--- src/design/ssd_pkg.sv ---
package ssd_pkg;

  localparam int unsigned NumDigits = 4;
  localparam int unsigned SlotIdxW  = 2;
  localparam int unsigned BitCntW   = 6;
  localparam int unsigned ValueW    = 14;

  localparam logic [2:0] OpLoad   = 3'd0;
  localparam logic [2:0] OpWrite  = 3'd1;
  localparam logic [2:0] OpClear  = 3'd2;
  localparam logic [2:0] OpZeros  = 3'd3;
  localparam logic [2:0] OpScan   = 3'd4;

  localparam logic [7:0] BlankCode = 8'hFF;
  localparam logic [7:0] ZeroCode  = 8'hC0;
  localparam logic [ValueW-1:0] MaxValue = ValueW'(9999);

  // decimal places worked through by the load sequence
  localparam logic [1:0] PlThousands = 2'd0;
  localparam logic [1:0] PlHundreds  = 2'd1;
  localparam logic [1:0] PlTens      = 2'd2;

  typedef struct packed {
    logic load_start;
    logic load_step;
    logic write_digit;
    logic clear;
    logic show_zeros;
    logic scan_start;
    logic scan_step;
  } ssd_cmd_t;

  typedef struct packed {
    logic load_done;
    logic scan_done;
  } ssd_sts_t;

  function automatic logic [7:0] encode_digit(input logic [3:0] d);
    logic [7:0] code;
    case (d)
      4'd0:    code = 8'hC0;
      4'd1:    code = 8'hF9;
      4'd2:    code = 8'hA4;
      4'd3:    code = 8'hB0;
      4'd4:    code = 8'h99;
      4'd5:    code = 8'h92;
      4'd6:    code = 8'h82;
      4'd7:    code = 8'hF8;
      4'd8:    code = 8'h80;
      4'd9:    code = 8'h90;
      default: code = BlankCode;
    endcase
    return code;
  endfunction

  function automatic logic [ValueW-1:0] place_value(input logic [1:0] pl);
    logic [ValueW-1:0] v;
    case (pl)
      PlThousands: v = ValueW'(1000);
      PlHundreds:  v = ValueW'(100);
      default:     v = ValueW'(10);
    endcase
    return v;
  endfunction

  // display slot of each place: thousands in slot 1, hundreds in slot 0, tens in slot 3
  function automatic logic [SlotIdxW-1:0] place_slot(input logic [1:0] pl);
    logic [SlotIdxW-1:0] s;
    case (pl)
      PlThousands: s = SlotIdxW'(1);
      PlHundreds:  s = SlotIdxW'(0);
      default:     s = SlotIdxW'(3);
    endcase
    return s;
  endfunction

endpackage

--- src/design/ssd_ctrl.sv ---
module ssd_ctrl (
  input  logic              clk_i,
  input  logic              rst_ni,
  input  logic              in_valid_i,
  output logic              in_stall_o,
  input  logic [2:0]        opcode_i,
  output logic              out_valid_o,
  input  logic              out_stall_i,
  output ssd_pkg::ssd_cmd_t cmd_o,
  input  ssd_pkg::ssd_sts_t sts_i
);

  typedef enum logic [1:0] {
    StIdle,
    StLoad,
    StScan
  } state_e;

  state_e state_q, state_d;
  logic   out_valid_q, out_valid_d;
  logic   in_accept;

  assign in_stall_o  = (state_q != StIdle);
  assign in_accept   = in_valid_i && !in_stall_o;
  assign out_valid_o = out_valid_q;

  always_comb begin
    cmd_o       = '0;
    state_d     = state_q;
    out_valid_d = out_valid_q;
    unique case (state_q)
      StIdle: begin
        if (in_accept) begin
          unique case (opcode_i)
            ssd_pkg::OpLoad: begin
              cmd_o.load_start = 1'b1;
              state_d          = StLoad;
            end
            ssd_pkg::OpWrite: cmd_o.write_digit = 1'b1;
            ssd_pkg::OpClear: cmd_o.clear = 1'b1;
            ssd_pkg::OpZeros: cmd_o.show_zeros = 1'b1;
            ssd_pkg::OpScan: begin
              cmd_o.scan_start = 1'b1;
              state_d          = StScan;
              out_valid_d      = 1'b1;
            end
            default: ;
          endcase
        end
      end
      StLoad: begin
        cmd_o.load_step = 1'b1;
        if (sts_i.load_done) begin
          state_d = StIdle;
        end
      end
      StScan: begin
        if (!out_stall_i) begin
          cmd_o.scan_step = 1'b1;
          if (sts_i.scan_done) begin
            state_d     = StIdle;
            out_valid_d = 1'b0;
          end
        end
      end
      default: begin
        state_d     = StIdle;
        out_valid_d = 1'b0;
      end
    endcase
  end

  always_ff @(posedge clk_i or negedge rst_ni) begin
    if (!rst_ni) begin
      state_q     <= StIdle;
      out_valid_q <= 1'b0;
    end else begin
      state_q     <= state_d;
      out_valid_q <= out_valid_d;
    end
  end

endmodule

--- src/design/ssd_dpath.sv ---
module ssd_dpath (
  input  logic                       clk_i,
  input  logic                       rst_ni,
  input  ssd_pkg::ssd_cmd_t          cmd_i,
  output ssd_pkg::ssd_sts_t          sts_o,
  input  logic [ssd_pkg::ValueW-1:0] value_i,
  input  logic [1:0]                 position_i,
  input  logic [3:0]                 digit_i,
  output logic                       serial_data_o,
  output logic                       latch_pulse_o,
  output logic                       last_o
);

  logic [7:0]                  slots_q [ssd_pkg::NumDigits];
  logic [7:0]                  slots_d [ssd_pkg::NumDigits];
  logic [ssd_pkg::ValueW-1:0]  rem_q, rem_d;
  logic [ssd_pkg::ValueW-1:0]  place;
  logic [3:0]                  cnt_q, cnt_d;
  logic [1:0]                  pl_q, pl_d;
  logic [ssd_pkg::BitCntW-1:0] bit_q, bit_d;
  logic                        rem_ge;
  logic [ssd_pkg::SlotIdxW-1:0] scan_slot;
  logic [7:0]                  scan_byte;

  assign place  = ssd_pkg::place_value(pl_q);
  assign rem_ge = (rem_q >= place);

  assign sts_o.load_done = (pl_q == ssd_pkg::PlTens) && !rem_ge;
  assign sts_o.scan_done = (bit_q == {ssd_pkg::BitCntW{1'b1}});

  always_comb begin
    slots_d = slots_q;
    rem_d   = rem_q;
    cnt_d   = cnt_q;
    pl_d    = pl_q;
    bit_d   = bit_q;

    if (cmd_i.load_start) begin
      rem_d = (value_i > ssd_pkg::MaxValue) ? ssd_pkg::MaxValue : value_i;
      cnt_d = '0;
      pl_d  = ssd_pkg::PlThousands;
    end

    // one subtraction of the current place per cycle
    if (cmd_i.load_step) begin
      if (rem_ge) begin
        rem_d = rem_q - place;
        cnt_d = cnt_q + 4'd1;
      end else begin
        slots_d[ssd_pkg::place_slot(pl_q)] = ssd_pkg::encode_digit(cnt_q);
        cnt_d = '0;
        if (pl_q == ssd_pkg::PlTens) begin
          slots_d[2] = ssd_pkg::encode_digit(rem_q[3:0]);
        end else begin
          pl_d = pl_q + 2'd1;
        end
      end
    end

    if (cmd_i.write_digit) begin
      slots_d[position_i] = ssd_pkg::encode_digit(digit_i);
    end

    if (cmd_i.clear) begin
      for (int i = 0; i < ssd_pkg::NumDigits; i++) begin
        slots_d[i] = ssd_pkg::BlankCode;
      end
    end

    // leading zero cascade 3, 2, 1
    if (cmd_i.show_zeros && slots_q[3] == ssd_pkg::BlankCode) begin
      slots_d[3] = ssd_pkg::ZeroCode;
      if (slots_q[2] == ssd_pkg::BlankCode) begin
        slots_d[2] = ssd_pkg::ZeroCode;
        if (slots_q[1] == ssd_pkg::BlankCode) begin
          slots_d[1] = ssd_pkg::ZeroCode;
        end
      end
    end

    if (cmd_i.scan_start) begin
      bit_d = '0;
    end else if (cmd_i.scan_step) begin
      bit_d = bit_q + ssd_pkg::BitCntW'(1);
    end
  end

  // beat layout: slot, then segment or select byte, then bit msb first
  assign scan_slot     = bit_q[5:4];
  assign scan_byte     = bit_q[3] ? (8'd1 << scan_slot) : slots_q[scan_slot];
  assign serial_data_o = scan_byte[3'd7 - bit_q[2:0]];
  assign latch_pulse_o = (bit_q[3:0] == 4'hF);
  assign last_o        = sts_o.scan_done;

  always_ff @(posedge clk_i or negedge rst_ni) begin
    if (!rst_ni) begin
      for (int i = 0; i < ssd_pkg::NumDigits; i++) begin
        slots_q[i] <= ssd_pkg::BlankCode;
      end
      bit_q <= '0;
      pl_q  <= ssd_pkg::PlThousands;
    end else begin
      slots_q <= slots_d;
      bit_q   <= bit_d;
      pl_q    <= pl_d;
    end
  end

  always_ff @(posedge clk_i) begin
    rem_q <= rem_d;
    cnt_q <= cnt_d;
  end

endmodule

--- src/design/serial_seven_segment_scan_driver_unit.sv ---
// Four-slot seven-segment driver for a chain of two 8-bit shift registers.
// Commands are taken one at a time; in_stall_o is high while one is in work.
// Write digit, clear and show zeros complete in the cycle they are accepted.
// Load value splits the number by repeated subtraction of 1000, 100 and 10,
// one subtraction per cycle, and keeps the input stalled until the tens and
// units digits are stored. Refresh yields 64 output beats, one per cycle
// while out_stall_i is low: for each slot 0 to 3 the segment byte and then
// the one-hot select byte, msb first, with latch_pulse_o on the 16th beat of
// each slot and last_o on the 64th.
module serial_seven_segment_scan_driver_unit (
  input  logic                       clk_i,
  input  logic                       rst_ni,
  input  logic                       in_valid_i,
  output logic                       in_stall_o,
  input  logic [2:0]                 opcode_i,
  input  logic [ssd_pkg::ValueW-1:0] value_i,
  input  logic [1:0]                 position_i,
  input  logic [3:0]                 digit_i,
  output logic                       out_valid_o,
  input  logic                       out_stall_i,
  output logic                       serial_data_o,
  output logic                       latch_pulse_o,
  output logic                       last_o
);

  ssd_pkg::ssd_cmd_t cmd;
  ssd_pkg::ssd_sts_t sts;

  ssd_ctrl u_ctrl (
    .clk_i       (clk_i),
    .rst_ni      (rst_ni),
    .in_valid_i  (in_valid_i),
    .in_stall_o  (in_stall_o),
    .opcode_i    (opcode_i),
    .out_valid_o (out_valid_o),
    .out_stall_i (out_stall_i),
    .cmd_o       (cmd),
    .sts_i       (sts)
  );

  ssd_dpath u_dpath (
    .clk_i         (clk_i),
    .rst_ni        (rst_ni),
    .cmd_i         (cmd),
    .sts_o         (sts),
    .value_i       (value_i),
    .position_i    (position_i),
    .digit_i       (digit_i),
    .serial_data_o (serial_data_o),
    .latch_pulse_o (latch_pulse_o),
    .last_o        (last_o)
  );

endmodule

--- config.mk ---
export PLATFORM = sky130hd
export DESIGN_NAME = serial_seven_segment_scan_driver_unit
export DESIGN_NICKNAME = d
export VERILOG_FILES = /design/src/design/ssd_pkg.sv /design/src/design/ssd_ctrl.sv /design/src/design/ssd_dpath.sv /design/src/design/serial_seven_segment_scan_driver_unit.sv
export SDC_FILE = /design/constraint.sdc
export NUM_CORES = 1
export LEC_CHECK = 0
export BUFFER_PORTS_ARGS = -buffer_cell sky130_fd_sc_hd__buf_2
export CORE_ASPECT_RATIO = 2
export CORE_MARGIN = 2
export CORE_UTILIZATION = 45
export DETAILED_ROUTE_END_ITERATION = 10
export GPL_ROUTABILITY_DRIVEN = 1
export PLACE_DENSITY_LB_ADDON = 0.05
export SLEW_MARGIN = 0
export SYNTH_ARGS = -nofsm -noshare
export SYNTH_HDL_FRONTEND = slang
export SYNTH_SLANG_ARGS = --single-unit
export TNS_END_PERCENT = 30
--- constraint.sdc ---
create_clock -name clk_i -period 8.75 [get_ports clk_i]
set_input_delay 0 -clock clk_i [delete_from_list [all_inputs] [get_ports clk_i]]
set_output_delay 0 -clock clk_i [all_outputs]
set_load 0.05 [all_outputs]
==> results.yml, run 1 <==
sta:
  rsz0062_at_grt: "no"
  finalCritPeriodShare_pct: 48.1
  hold_viol: 0
  finClkSkew_ns: 0.00674
  hold_slack_ns: 0.0137
  drv_slew: 0
  fin_crit_ns: 4.21
  setup_slack_ns: 4.54
  timing.fmax_mhz: 238
  setup-violations-final: 0
  slew-limit-headroom_pct: 32.4
  finalSetupTns_ns: 0
  worst_slew_pin_slew_ns: 1.01
run:
  timing.max_cap.violations: 0
worst_setup_path:
  worst_setup_path_start_kind: "register"
  reg2reg_depth: 12
  r2r_start: "u_dpath.pl_q[1]"
  cp-startpoint: "u_dpath.pl_q[1]"
  cp.required_ns: 9.02
  worstPathArrival_ns: 4.48
  end_kind: "register"
  crit_fanout: 19
  path_class: "reg2reg"
  rrSetupSlack_ns: 4.54
floorplanning:
  die_w_um: 77.5
  std_cell_rows: 53
  dieHeight_um: 151
  initial_core_util_pct: 46.1
  core-area_um2: 10500
  ioPinCount: 32
  fp.dieArea_um2: 11700
drt:
  dr_total_vias: 3992
  drt_wl_total_um: 13100
  drc: 0
  dr.pass1.iters: 4
  wl_per_cell_um: 19.2
  via_per_inst: 5.85
  initialDrtViolationCount: 234
  antenna_left: 0
yosys:
  synth.distinct_cells: 75
  yosys.area.top_type_share_pct: 17.3
  synth_top_cell_by_area: "dfstp_2"
  ys_seq_area_share_pct: 37.0
  synthTopCellsByArea: "dfstp_2 17%, dfxtp_1 12%, mux2i_1 7.4%"
  syn_inst: 510
  synthesis.nets: 562
  synth_edf_count: 4
  yosysWarnings: 0
  syn_area_um2: 4860
  synthFlopType: "dfstp_2"
  async_flop_share_pct: 57.3
  ys_seq_elements: 75
  avgSynthCellArea_um2: 9.53
placed_design:
  dp_cells: 660
  place_hpwl_um: 10300
  finalWeightedCongestion: 0.930
  port_buffers: 31
  post_dp_cell_area_um2: 5110
  place_ws_ns: 4.60
clocking:
  post_cts_resized: 0
  clock_latency_ns: 0.33
  clock_sinks: 75
  cts_inserted_buffers: 9
  clkTransAtPathRegs_ns: 0.06
  cts_tree: "built"
  htreeDepth: 3
  cts_root_buffer: "clkbuf_16"
  clk_path_buf_depth: 2
min_path:
  min_path_type: "in2reg"
  hold_path_depth: 3
power_and_ir_drop:
  power.leakage_nw: 2.37
  peakVddDrop_mv: 0.239
  power_per_cell_area_nw_per_um2: 410
global_routing:
  grt_first_pass_wirelength_um: 20900
  grt_pass1_vias: 4045
  grt_max_degree: 44
  grt_overflow: 0
  antenna_found_initial: 1
  grt_util_all_layers_pct: 23.6
cells_and_area:
  nets: 591
  area_growth_pct: 12.8
  stdcell_count: 682
  layout_common_cells: "67 x nor2_1, 36 x nand2_1, 36 x mux2i_1"
  nFillCells: 993
  drive_above_1_share_pct: 21.9
  final_common_cell: "nor2_1"
  final_cell_area_um2: 5480
outcome:
  outcome: "complete, no violations"
-- power by group --
part | total [mW] | internal [mW] | switching, mW
sequential | 0.738 | 0.555 | 0.182
clock | 0.386 | 0.244 | 0.143
combinational | 1.12 | 0.499 | 0.622
-- cell usage after synthesis (11+ instances only) --
cell / count
nor2_1: 67
clkbuf_1: 12
a21oi_1: 27
nand2_1: 36
dfstp_2: 32
dfrtp_1: 11
o21ai_0: 21
a211oi_1: 23
mux2i_1: 36
dfxtp_1: 28
xnor2_1: 11
ha_1: 24
inv_1: 19
-- kinds of logic after synthesis --
kind of cell / count (synthesis) / share of synthesized area [%]
xor gates and xnor gates: 18 / 3.24
and+or+nand+nor: 181 / 20.0
muxes: 53 / 13.0
buffers and inverters: 40 / 3.55
adders and majority gates: 26 / 6.82
AOI/OAI and AO/OA: 117 / 16.5
DFF: 75 / 37.0
-- worst max-delay path, cell delays in order, from the launching register on --
cell and delay (ns):
dfrtp_1 0.69, nand2b_1 0.26, inv_1 0.08, ha_1 0.35, and4b_1 0.26, nor4bb_2 0.19
or3_4 0.41, o21ai_4 0.54, mux2i_1 0.61, inv_1 0.18, ha_1 0.32, nand2b_1 0.14
a21oi_1 0.12
-- final cells by class --
type / count / area, um2 / area share [%]
Multi-Input combinational cell: 395 / 2890 / 52.7
Sequential cell: 75 / 1800 / 32.8
Clock buffer: 14 / 308 / 5.61
Timing Repair Buffer: 38 / 220 / 4.02
Tap cell: 137 / 171 / 3.13
Inverter: 20 / 80.1 / 1.46
Clock inverter: 2 / 12.5 / 0.228
Antenna cell: 1 / 2.50 / 0.0456
-- what timing repair did --
action                     4_1_cts  5_1_grt
setup endpoints to repair        0        0
hold buffers                     5        0
hold endpoints to repair        15        0
buffers inserted                 0        0
-- routing by layer --
layer | routed length [um] | vias to the layer above | GRT usage, %
met5 | 0 | - | 0
met4 | 802 | 0 | 16.3
met3 | 353 | 41 | 3.34
met2 | 7280 | 104 | 45.8
met1 | 4630 | 1935 | 22.4
li1 | - | 1912 | -
-- worst min-delay path by stage --
stage / from / end / slack [ns]
after floorplan: rst_ni / u_ctrl.out_valid_o / -0.30
after global placement: rst_ni / u_dpath.pl_q[0] / 0.12
after detailed placement: rst_ni / u_dpath.bit_q[5] / 0.12
after CTS: value_i[11] / u_dpath.rem_q[11] / 0.005
after global routing: in_valid_i / u_ctrl.state_q[1] / 0.03
final: value_i[12] / u_dpath.rem_q[12] / 0.01
-- per-stage QoR --
stage / power [mW] / utilization (%)
floorplan: 1.59 / -
global placement: 1.83 / 48.5
detailed placement: 1.85 / 48.5
CTS: 2.25 / 52.0
global route: 2.42 / 52.0
finish: 2.25 / 52.0
(Power assumes the default switching activity.)
==> inputs of run 2 (changes only) <==
- ABC_AREA: not set -> 1
- clock period: 8.75 -> 3.8 ns (I/O delays scaled with it)
==> run 2 against run 1 <==
Against the previous run:
- setup slack lost 4.0 ns
- hold slack gained 0.021 ns
- register-to-register slack lost 4.0 ns
- synthesized cell count grew 42%
- design area grew 4.9%
- power shrank 19%
==> results.yml, run 2 <==
sta:
  slew-limit-headroom_pct: 34.1
  timing.fmax_mhz: 306
  drv_slew: 0
  finalCritPeriodShare_pct: 85.9
  hold_viol: 0
  fin_crit_ns: 3.26
  setup-violations-final: 0
  rsz0062_at_grt: "no"
  finalSetupTns_ns: 0
  finClkSkew_ns: 0.00778
  worst_slew_pin_slew_ns: 0.989
yosys:
  synth_edf_count: 4
  ys_seq_area_share_pct: 35.7
  yosys-top-cells-count: "141 x nand2_1, 112 x inv_1, 86 x nand3_1"
  synth.distinct_cells: 41
  syn_inst: 722
  ys_seq_elements: 75
  yosysWarnings: 0
  synth_top_cell_by_area: "dfstp_2"
  avgSynthCellArea_um2: 6.97
  synthTopCellsByArea: "dfstp_2 17%, dfxtp_1 11%, nand2_1 11%"
  yosys.area.top_type_share_pct: 16.7
  async_flop_share_pct: 57.3
  synthFlopType: "dfstp_2"
  synthesis.nets: 774
  synth.most_common_cell: "nand2_1"
  syn_area_um2: 5030
drt:
  drc: 0
  antenna_left: 0
  via_per_inst: 5.49
  dr.pass1.iters: 7
  drt_wl_total_um: 15200
  wl_per_cell_um: 16.7
  initialDrtViolationCount: 305
  dr_total_vias: 4997
clocking:
  clkTransAtPathRegs_ns: 0.06
  clock_latency_ns: 0.34
  clk_path_buf_depth: 2
  clock_sinks: 75
  post_cts_resized: 0
  cts_inserted_buffers: 9
  htreeDepth: 3
  cts_tree: "built"
  cts_root_buffer: "clkbuf_16"
floorplanning:
  ioPinCount: 32
  die_w_um: 78.8
  core-area_um2: 10900
  fp.dieArea_um2: 12100
  dieHeight_um: 154
  std_cell_rows: 54
  initial_core_util_pct: 46.3
cells_and_area:
  nFillCells: 1091
  layout_common_cells: "141 x nand2_1, 112 x inv_1, 86 x nand3_1"
  nets: 817
  drive_above_1_share_pct: 14.5
  post-route-util_pct: 52.9
  final_common_cell: "nand2_1"
  diodes: 0
  final_cell_area_um2: 5750
  stdcell_count: 910
  area_growth_pct: 14.3
worst_setup_path:
  critPathBufInv: 3
  r2r_start: "u_dpath.pl_q[1]"
  crit_path_frequent_cell: "nand2_1"
  path_class: "reg2reg"
  crit_fanout: 17
  worstPathCellList: "nor2_1 -> inv_1 -> ha_1 -> nand2_1 -> inv_1 -> nand2_1 -> nand2_1 -> nor2_1 -> nand3_4 -> nand2_4 -> nand2_1 -> nand2_1 -> inv_1 -> ha_1 -> nand3b_1 -> nand3_1 -> nand2_1"
  crit_family: "simple AND/OR/NAND/NOR gates"
  cp-startpoint: "u_dpath.pl_q[1]"
  worstPathArrival_ns: 3.48
  worst_setup_path_start_kind: "register"
  cp_slowest_stage_delay_ns: 0.48
  end_kind: "register"
  cp.required_ns: 4.02
  slowest_stage: "dfrtp_1"
min_path:
  min_path_type: "in2reg"
  min_from: "value_i[6]"
placed_design:
  dp_cells: 887
  place_hpwl_um: 12000
  port_buffers: 31
  post_dp_cell_area_um2: 5360
  finalWeightedCongestion: 0.961
global_routing:
  grt_util_all_layers_pct: 25.6
  antenna_found_initial: 0
  grt_pass1_vias: 4895
  grt_max_degree: 44
  grt_overflow: 0
  grt_first_pass_wirelength_um: 23900
power_and_ir_drop:
  power.leakage_nw: 2.60
  total_power_mw: 1.81
  peakVddDrop_mv: 0.269
  power_per_cell_area_nw_per_um2: 315
outcome:
  outcome: "complete, no violations"
run:
  timing.max_cap.violations: 0
==> run 2: cell count changes after synthesis, moves of 29 or more <==
cell / change
a21oi_1: +33
nand2_1: +105
nand3_1: +78
mux2i_1: -36
inv_1: +93
o21ai_0: +29
==> run 2: power by group <==
group	switching, mW	internal (mW)	total, mW
sequential	0.00365	0.803	0.807
combinational	0.0612	0.0275	0.0888
clock	0.342	0.576	0.918
==> run 2: timing repair <==
action | in CTS | in global routing
setup buffers | 0 | 0
endpoints found under the hold margin | 18 | 0
endpoints found under the setup margin | 0 | 0
hold buffers | 7 | 0
==> run 2: final timing paths <==
kind / slack [ns] / endpoint / cells after the start
min: 0.03 / u_dpath.rem_q[6] / 5
min reg2reg: 0.51 / u_dpath.slots_q[14] / 4
max in group asynchronous: 2.82 / u_dpath.pl_q[0] / 2
max reg2reg: 0.54 / register / 17
min in group asynchronous: 0.37 / u_ctrl.state_q[0] / 2
max: 0.54 / register / 17
==> run 2: cell families after synthesis <==
| group | count (synthesis) | synth area share, % |
|---|---|---|
| AND/OR/NAND/NOR | 331 | 29.7 |
| AO/OA/AOI/OAI | 153 | 17.0 |
| buffers and inverters | 129 | 9.74 |
| flip-flops | 75 | 35.7 |
| adder cells (fa/ha/maj) | 25 | 6.36 |
| XOR/XNOR | 9 | 1.57 |
==> run 2: layout make-up <==
class,count,area [um2],share of cell area [%]
Tap cell,140,175,3.04
Clock buffer,10,229,3.98
Clock inverter,6,90.1,1.57
Inverter,117,439,7.63
Sequential cell,75,1800,31.2
Timing Repair Buffer,44,270,4.70
Multi-Input combinational cell,518,2750,47.8
==> run 2: layer usage <==
metal | GRT usage [%] | up-vias | part of all wire (%)
met5 | 0 | - | 0
met2 | 50.0 | 133 | 57
met4 | 16.5 | 0 | 5.9
li1 | - | 2464 | -
met3 | 2.70 | 48 | 2.8
met1 | 24.0 | 2352 | 35
==> run 2: worst register-to-register path: cells and delay by family (launching register included) <==
family	cells	cell delay [ns]
flops	1	0.48
fa+ha+maj	2	0.56
buf+inv	3	0.37
simple gates	12	1.72
==> run 2: stage by stage <==
step	worst slack, ns	hold WS, ns
after floorplan	0.671	-0.296
after global placement	0.752	0.207
after detailed placement	0.528	0.219
after CTS	0.540	0.0287
after global routing	0.211	0.0838
final	0.536	0.0344
==> inputs of run 3 (changes only) <==
- ABC_AREA: 1 -> not set
==> run 3 against run 2 <==
Against the previous run:
- design area is 4.2% lower
- die area is 3.3% lower
- power grew to 2.9 times the previous value
- global-route usage is 1.5 points lower
- hold slack worse by 0.019 ns
- via count is 21% lower
- setup slack worse by 0.19 ns
- critical path depth is 6 lower
==> results.yml, run 3 (synthesis results as in run 1) <==
sta:
  finalSetupTns_ns: 0
  finalCritPeriodShare_pct: 90.9
  timing.fmax_mhz: 289
  worst_slew_pin_slew_ns: 1.03
  setup_slack_ns: 0.344
  drv_slew: 0
  setup-violations-final: 0
  rsz0062_at_grt: "no"
  finClkSkew_ns: 0.00470
  fin_crit_ns: 3.46
  hold_viol: 0
  slew-limit-headroom_pct: 31.6
clocking:
  post_cts_resized: 0
  cts_inserted_buffers: 9
  cts_root_buffer: "clkbuf_16"
  cts_tree: "built"
  clock_latency_ns: 0.33
  clock_sinks: 75
  clkTransAtPathRegs_ns: 0.06
  clk_path_buf_depth: 2
  htreeDepth: 3
power_and_ir_drop:
  switchingPower_mw: 2.21
  peakVddDrop_mv: 0.652
  power.leakage_nw: 2.39
  power_per_cell_area_nw_per_um2: 955
  total_power_mw: 5.26
  p_comb_share_pct: 50.7
  switching_share_pct: 42.0
  pwr-share-seq_pct: 31.8
  p_int_mw: 3.05
  pwr-share-clk_pct: 17.4
floorplanning:
  core-area_um2: 10500
  ioPinCount: 32
  fp.dieArea_um2: 11700
  dieHeight_um: 151
  std_cell_rows: 53
  initial_core_util_pct: 46.1
  die_w_um: 77.5
placed_design:
  dp_cells: 665
  place_ws_ns: 0.376
  port_buffers: 31
  place_hpwl_um: 10600
  finalWeightedCongestion: 0.896
  post_dp_cell_area_um2: 5150
global_routing:
  grt_max_degree: 44
  grt_first_pass_wirelength_um: 21400
  grt_overflow: 0
  grt_pass1_vias: 4169
  antenna_found_initial: 0
  grt_util_all_layers_pct: 24.1
cells_and_area:
  nFillCells: 995
  diodes: 0
  drive_above_1_share_pct: 22.8
  nets: 595
  final_common_cell: "nor2_1"
  stdcell_count: 685
  area_growth_pct: 13.4
  final_cell_area_um2: 5510
  layout_common_cells: "67 x nor2_1, 36 x nand2_1, 36 x mux2i_1"
outcome:
  outcome: "complete, no violations"
drt:
  initialDrtViolationCount: 181
  via_per_inst: 5.80
  dr_total_vias: 3970
  drc: 0
  antenna_left: 0
  drt_wl_total_um: 13400
  wl_per_cell_um: 19.5
  dr.pass1.iters: 5
worst_setup_path:
  rrSetupSlack_ns: 0.34
  r2r_start: "u_dpath.pl_q[1]"
  end_kind: "register"
  worstPathArrival_ns: 3.71
  path_class: "reg2reg"
  cp.required_ns: 4.06
  crit_fanout: 6
  reg2reg_depth: 11
  cp-startpoint: "u_dpath.pl_q[1]"
  worst_setup_path_start_kind: "register"
run:
  timing.max_cap.violations: 0
min_path:
  min_from: "value_i[12]"
  min_path_type: "in2reg"
  hold_path_depth: 3
  min_to: "u_dpath.rem_q[12]"
-- run 3: critical path, cell delays in order (launching register included) --
cell and delay, ns:
dfrtp_1 0.42, nand2b_1 0.22, inv_1 0.08, ha_1 0.37, a21oi_1 0.11, a211oi_1 0.46, o21ai_2 0.21, a21oi_1 0.49
mux2i_1 0.31, ha_1 0.27, mux2_1 0.29, a2bb2oi_1 0.15
-- run 3: area by class of cell --
| class | instances | area (um2) | share of cell area [%] |
|---|---|---|---|
| clock buffer | 13 | 282 | 5.11 |
| clock inverter | 3 | 42.5 | 0.772 |
| inverter | 20 | 80.1 | 1.45 |
| multi-input combinational | 395 | 2890 | 52.5 |
| sequential | 75 | 1800 | 32.6 |
| tap | 137 | 171 | 3.11 |
| timing repair buffer | 42 | 248 | 4.49 |
-- run 3: timing repair --
item                                    CTS  global route
buffers inserted                          0             0
hold buffers                              4             0
endpoints found under the setup margin    0             0
endpoints found under the hold margin    14             0
-- run 3: through the flow --
stage                     hold slack [ns]  utilization (%)
final                              0.0151             52.3
after global routing               0.0212             52.3
after detailed placement            0.228             48.8
after CTS                          0.0117             52.3
after floorplan                    -0.296                -
after global placement              0.221             48.8
-- run 3: worst max path at each step --
stage               depth (start not counted)        to  slack [ns]
detailed placement                         11  register        0.38
finish                                     11  register        0.34
global placement                            9  register        0.49
floorplan                                  14  register        0.15
CTS                                        11  register        0.34
global route                               11  register        0.09
-- run 3: per-layer routing --
layer | track usage (%) | routed length [um] | vias up
met2 | 46.8 | 7590 | 99
met1 | 22.5 | 4650 | 1909
met5 | 0 | 0 | -
met3 | 4.17 | 391 | 42
li1 | - | - | 1920
met4 | 15.8 | 726 | 0
-- run 3: power by group through the flow --
stage	clock network, mW	logic, mW	registers, mW
after global routing	0.967	2.96	1.72
final	0.916	2.67	1.68
after floorplan	0	2.19	1.48
after detailed placement	0	2.65	1.69
after CTS	0.933	2.68	1.68
after global placement	0	2.60	1.69
